<file path="src/design/rsc_pkg.sv">
// Types and constants of the regex syntax checker.
// No dependencies; used by every module of the block.
`default_nettype none

package rsc_pkg;

  typedef enum logic [3:0] {
    ST_OK        = 4'd0,
    ST_EMPTY     = 4'd1,
    ST_QUANT     = 4'd2,
    ST_EMPTY_BR  = 4'd3,
    ST_CARET     = 4'd4,
    ST_DOLLAR    = 4'd5,
    ST_BACKSLASH = 4'd6,
    ST_UNCLOSED  = 4'd7,
    ST_END_EMPTY = 4'd8
  } status_t;

  typedef struct packed {
    logic    escape_pending;
    logic    inside_class;
    logic    operand_seen;
    logic    quantifier_just_seen;
    logic    branch_has_content;
    logic    dollar_check;
    status_t error_status;
  } flags_t;

  localparam flags_t FLAGS_RESET = '{
    escape_pending:       1'b0,
    inside_class:         1'b0,
    operand_seen:         1'b0,
    quantifier_just_seen: 1'b0,
    branch_has_content:   1'b0,
    dollar_check:         1'b0,
    error_status:         ST_OK
  };

  // Control between the pattern stage and the result register.
  typedef struct packed {
    logic load;
  } out_ctl_t;

  localparam logic [7:0] CH_STAR      = 8'h2A;
  localparam logic [7:0] CH_PLUS      = 8'h2B;
  localparam logic [7:0] CH_QUESTION  = 8'h3F;
  localparam logic [7:0] CH_PIPE      = 8'h7C;
  localparam logic [7:0] CH_CARET     = 8'h5E;
  localparam logic [7:0] CH_DOLLAR    = 8'h24;
  localparam logic [7:0] CH_LBRACKET  = 8'h5B;
  localparam logic [7:0] CH_RBRACKET  = 8'h5D;
  localparam logic [7:0] CH_BACKSLASH = 8'h5C;

endpackage

`default_nettype wire

</file>
<file path="src/design/rsc_step.sv">
// Next-state and status logic for one pattern byte of the syntax checker.
// Purely combinational; depends on rsc_pkg.
`default_nettype none

module rsc_step (
  input  rsc_pkg::flags_t  cur,
  input  logic [7:0]       symbol,
  input  logic             has_symbol,
  input  logic             last,
  output rsc_pkg::flags_t  nxt,
  output rsc_pkg::status_t status
);
  import rsc_pkg::*;

  logic   quant;
  flags_t upd;

  assign quant = (symbol == CH_STAR) || (symbol == CH_PLUS) || (symbol == CH_QUESTION);

  always_comb begin
    upd = cur;
    if (cur.error_status == ST_OK) begin
      if (!has_symbol) begin
        upd.error_status = ST_EMPTY;
      end else begin
        upd.dollar_check = 1'b0;
        // The byte after a dollar must be a raw bar, before any other handling.
        priority if (cur.dollar_check && (symbol != CH_PIPE)) begin
          upd.error_status = ST_DOLLAR;
        end else if (cur.escape_pending) begin
          upd.escape_pending       = 1'b0;
          upd.operand_seen         = 1'b1;
          upd.branch_has_content   = 1'b1;
          upd.quantifier_just_seen = 1'b0;
        end else if (symbol == CH_BACKSLASH) begin
          upd.escape_pending = 1'b1;
        end else if ((symbol == CH_LBRACKET) && !cur.inside_class) begin
          upd.inside_class         = 1'b1;
          upd.operand_seen         = 1'b1;
          upd.branch_has_content   = 1'b1;
          upd.quantifier_just_seen = 1'b0;
        end else if ((symbol == CH_RBRACKET) && cur.inside_class) begin
          upd.inside_class = 1'b0;
        end else if (cur.inside_class) begin
          upd.inside_class = 1'b1;
        end else if (quant) begin
          if (!cur.operand_seen || cur.quantifier_just_seen) begin
            upd.error_status = ST_QUANT;
          end else begin
            upd.quantifier_just_seen = 1'b1;
          end
        end else if (symbol == CH_PIPE) begin
          if (!cur.branch_has_content) begin
            upd.error_status = ST_EMPTY_BR;
          end else begin
            upd.operand_seen         = 1'b0;
            upd.branch_has_content   = 1'b0;
            upd.quantifier_just_seen = 1'b0;
          end
        end else if (symbol == CH_CARET) begin
          if (cur.branch_has_content) begin
            upd.error_status = ST_CARET;
          end else begin
            upd.quantifier_just_seen = 1'b0;
          end
        end else if (symbol == CH_DOLLAR) begin
          upd.dollar_check         = 1'b1;
          upd.quantifier_just_seen = 1'b0;
        end else begin
          upd.operand_seen         = 1'b1;
          upd.branch_has_content   = 1'b1;
          upd.quantifier_just_seen = 1'b0;
        end
      end
    end

    status = upd.error_status;
    if (upd.error_status == ST_OK) begin
      priority if (upd.escape_pending) begin
        status = ST_BACKSLASH;
      end else if (upd.inside_class) begin
        status = ST_UNCLOSED;
      end else if (!upd.branch_has_content) begin
        status = ST_END_EMPTY;
      end else begin
        status = ST_OK;
      end
    end

    // A finished pattern leaves the checker ready for the next one.
    nxt = last ? FLAGS_RESET : upd;
  end

endmodule

`default_nettype wire

</file>
<file path="config.mk">
export PLATFORM = sky130hd
export DESIGN_NAME = rsc_step
export DESIGN_NICKNAME = d
export VERILOG_FILES = /design/src/design/rsc_pkg.sv /design/src/design/rsc_step.sv
export SDC_FILE = /design/constraint.sdc
export NUM_CORES = 1
export LEC_CHECK = 0
export BUFFER_PORTS_ARGS = -buffer_cell sky130_fd_sc_hd__buf_2
export CORE_MARGIN = 1
export CORE_UTILIZATION = 43
export DETAILED_ROUTE_END_ITERATION = 10
export PLACE_DENSITY = 0.84
export SYNTH_ARGS = -nofsm -noshare
export SYNTH_HDL_FRONTEND = slang
export SYNTH_SLANG_ARGS = --single-unit
</file>
<file path="constraint.sdc">
create_clock -name vclk -period 2.9
set_input_delay 0 -clock vclk [all_inputs]
set_output_delay 0 -clock vclk [all_outputs]
set_load 0.1 [all_outputs]
</file>
; Word level (Yosys, flattened, before mapping)
; Index checks and enable logic that the tools add are counted.
[word_totals]
ff_bits = 0
inputBits = 20
out_inout_bits = 14
[op_classes]
n_eq_ne = 10
muxes = 61
reduce_logical = 10
[op_table]
columns = cell, count
row1 = 4-bit two-way mux, 13
row2 = 8-bit by 7-bit == test with 1-bit output (second input constant), 5
row3 = 3-bit two-way mux, 12
row4 = 8-bit by 6-bit == test with 1-bit output (second input constant), 4
row5 = 2-bit two-way mux, 12
row6 = 10-bit two-way mux, 2
row7 = 8-bit two-way mux, 2
row8 = 1-bit two-way mux, 15
row9 = 6-bit two-way mux, 2
row10 = 5-bit two-way mux, 2
row11 = 9-bit two-way mux, 1
row12 = 4-bit zero test, 2
row13 = 8-bit by 7-bit inequality test with 1-bit output (second input constant), 1
row14 = 1-bit logical AND, 3
row15 = 1-bit logical OR, 3
row16 = 1-bit zero test, 2

; Depth between registers and ports, before layout
[logic_depth]
word_depth = 36
mapped_depth = 8
ltp_nobuf = 6

; Worst setup path before layout
; No wires, ideal clock.
[synth_path]
path_kind = in2out
from = in symbol[1]
to = out nxt[6] in the netlist's numbering
t_arrival_ps = 5970
slack_ps = -3070
stages = 6
cell_sequence = buf_6 -> or4b_4 -> or3_4 -> nand4_1 -> o21ai_0 -> a2111oi_0
[synth_lines]
columns = item, line
row1 = "start, declared", rsc_step.sv:7  ; input logic [7:0] symbol,
row2 = "end, declared", rsc_step.sv:10  ; output rsc_pkg::flags_t nxt,

; Worst setup path in the final report
[layout_path]
from = in symbol[7]
to = out status[1]
[layout_between]
elab_chain_cells = 14
[layout_rtl]
columns = item, line
row1 = 8-bit by 7-bit == test with 1-bit output / 8-bit by 6-bit == test with 1-bit output (equally long branches), "rsc_step.sv:60, rsc_step.sv:18"
row2 = 4-bit two-way mux / 1-bit logical OR (equally long branches), "rsc_step.sv:60, rsc_step.sv:18"
row3 = 4-bit two-way mux / 1-bit logical OR (equally long branches), "rsc_step.sv:52, rsc_step.sv:18"
row4 = 4-bit two-way mux, rsc_step.sv:46  ; end else if (quant) begin
row5 = 8-bit two-way mux, rsc_step.sv:44  ; end else if (cur.inside_class) begin
row6 = 8-bit two-way mux, rsc_step.sv:42  ; end else if ((symbol == CH_RBRACKET) && cur.inside_class) begin
row7 = 5-bit two-way mux, rsc_step.sv:37  ; end else if ((symbol == CH_LBRACKET) && !cur.inside_class) begin
row8 = 9-bit two-way mux, rsc_step.sv:35  ; end else if (symbol == CH_BACKSLASH) begin
row9 = 5-bit two-way mux, rsc_step.sv:30  ; end else if (cur.escape_pending) begin
row10 = 4-bit two-way mux, rsc_step.sv:28  ; priority if (cur.dollar_check && (symbol != CH_PIPE)) begin
row11 = 4-bit two-way mux, rsc_step.sv:23  ; if (!has_symbol) begin
row12 = 10-bit two-way mux *, rsc_step.sv:22  ; if (cur.error_status == ST_OK) begin
row13 = 4-bit zero test, rsc_step.sv:78  ; if (upd.error_status == ST_OK) begin
row14 = 4-bit two-way mux *, rsc_step.sv:78
row15 = "end, declared", rsc_step.sv:11  ; output rsc_pkg::status_t status
; Every way passes the cells marked *; elsewhere a longest branch is shown, timed or not.

==> impl_metrics.ini <==
[sta]
worst_pin_slew_ns = 0.544
grt_setup_unrepaired = false
fin_crit_sh = 0.847
hold_violations = 0
min_period_ns = 2.45
timing.final.setup_violations = 0
fmax_mhz = 407
maxSlewViolCount = 0
slew_headroom = 0.632

[clocking]
cts-resized-gates = 0
postCtsSetupBuffers = 0
hold_buffers = 0

[floorplanning]
dieArea_mm2 = 0.00157
die_y_um = 39.6
core_mm2 = 0.00130
initial_utilization = 0.467
rows = 13
fp.dieW_um = 39.6
io_pins = 34

[setup_path]
critPathSlowestCell = or4b_4
critPathTopFamily = compound AO/OA/AOI/OAI gates
endpoint_kind = output port
slowest_delay_ns = 0.57
path_buf_inv = 2
path_cells = buf_2 -> or4b_4 -> o21ai_2 -> nor3b_1 -> o32ai_1 -> a2111o_1 -> o31ai_4 -> buf_2
cp-start-kind = primary input
path_max_fanout = 7
crit_required_ns = 2.90
cp_common_cell = buf_2
critical_path_class = in2out
cp_data_arrival_time_ns = 2.45

[power_and_ir_drop]
peakVddDrop_mv = 0.108
comb_power_share = 1.000
p_leak_nw = 0.338
pwr-share-seq = 0
p_switching_w = 0.000132
internal_power_w = 0.0000393
p_clk_frac = 0
p_sw_frac = 0.770
p_total_w = 0.000171
powerDensity_mw_per_mm2 = 210

[cells_and_area]
final_common_cell = buf_2
utilization = 0.625
seqCellArea_um2 = 0
diodes = 0
area_growth_pct = 33.7
final_nets = 142
seq_cell_count = 0
final_layout_size_suffix_gt1_frac = 0.375
n_fill_cell = 123
clkbuf_count = 0
final_cell_mix = buf_2, nor2_1, nand3_1, a21oi_1, nand2_1
final_cell_area_um2 = 813

[detailed_routing]
drcViolationCount = 0
viasPerCell = 6.38
drt_iter0_markers = 20
vias = 861
wl_per_cell_um = 13.8
firstDrtPassIters = 4
drtAntennaViolNets = 0
wl_um = 1860

[logic_synthesis]
synthesis.area_um2 = 608
synth_top_family_by_area = simple AND/OR/NAND/NOR gates
avgSynthCellArea_um2 = 6.68
synth.distinct_cells = 44
synth_compound_area_frac = 0.337
syn_inst = 91
synth_fp_nets = 111
synthAdderAreaFrac = 0
seq_area_frac_synth = 0
synth-simple-area-share = 0.591
synthMuxAreaShare = 0.0165
synth_xor_area_frac = 0
yosys_warnings = 0

[global_route]
grt_max_degree = 11
antenna_found_initial = 0
overflow = 0
first_global_vias = 694
grtUsageTotal = 0.258
grt_first_pass_wirelength_um = 2960

[run]
timing.max_cap.violations = 0

[place]
place_hpwl_um = 1520
io_buffers = 34
place_area_um2 = 813
gp_congestion = 0.893

[run_status]
run_status = finished clean

[worst_hold_path]
hold_class = in2out
==> path summary, 6_finish.rpt <==
path                  depth (start not counted)  startpoint   endpoint
worst max-delay path                          8   symbol[7]  status[1]
worst min-delay path                          3      cur[1]  status[2]
==> power groups by stage <==
| stage | sequential (W) | combinational, W | clock (W) |
|---|---|---|---|
| final | 0 | 0.000171 | 0 |
| after global routing | 0 | 0.000180 | 0 |
| after CTS | 0 | 0.000170 | 0 |
| after detailed placement | 0 | 0.000170 | 0 |
| after global placement | 0 | 0.000167 | 0 |
| after floorplan | 0 | 0.000130 | 0 |
==> routing by layer <==
metal | part of all wire | track usage
met1 | 0.49 | 0.380
met3 | 0.033 | 0
met2 | 0.48 | 0.439
met5 | 0 | 0
met4 | 0 | 0
==> synth_stat cells (all sizes together) (2+ instances only) <==
cell type,count,area share
clkbuf,4,0.025
nor3,3,0.025
nand4b,2,0.039
nand3,5,0.041
nor3b,3,0.037
o31ai,3,0.037
nand4,2,0.021
o21ai,3,0.031
nand2b,2,0.021
nand2,4,0.025
nor2b,3,0.031
nor2,12,0.074
or3,2,0.029
nor4bb,2,0.033
and3,3,0.031
or4,2,0.025
nand3b,2,0.025
nor4,2,0.021
o22ai,3,0.031
a21oi,6,0.049
inv,2,0.012
a2111oi,2,0.039
or4bb,2,0.037
==> cell families after synthesis <==
kind of cell | after synthesis
mux | 1
simple gates | 56
buf+inv | 7
compound gates | 27
==> area by class of cell <==
class	count	area (um2)	share of cell area
Inverter	2	7.51	0.00923
Tap cell	15	18.8	0.0231
Timing Repair Buffer	34	170	0.209
Multi-Input combinational cell	84	617	0.758
==> per-stage QoR <==
stage,setup slack [ns],hold slack (ns),std cells,TNS (ns)
finish,0.445,0.509,135,0
global route,0.323,0.522,135,0
CTS,0.454,0.505,135,0
detailed placement,0.458,0.505,135,0
global placement,0.518,0.503,135,0
floorplan,-0.361,0.229,91,-0.361
Power figures use the tool's default switching activity.
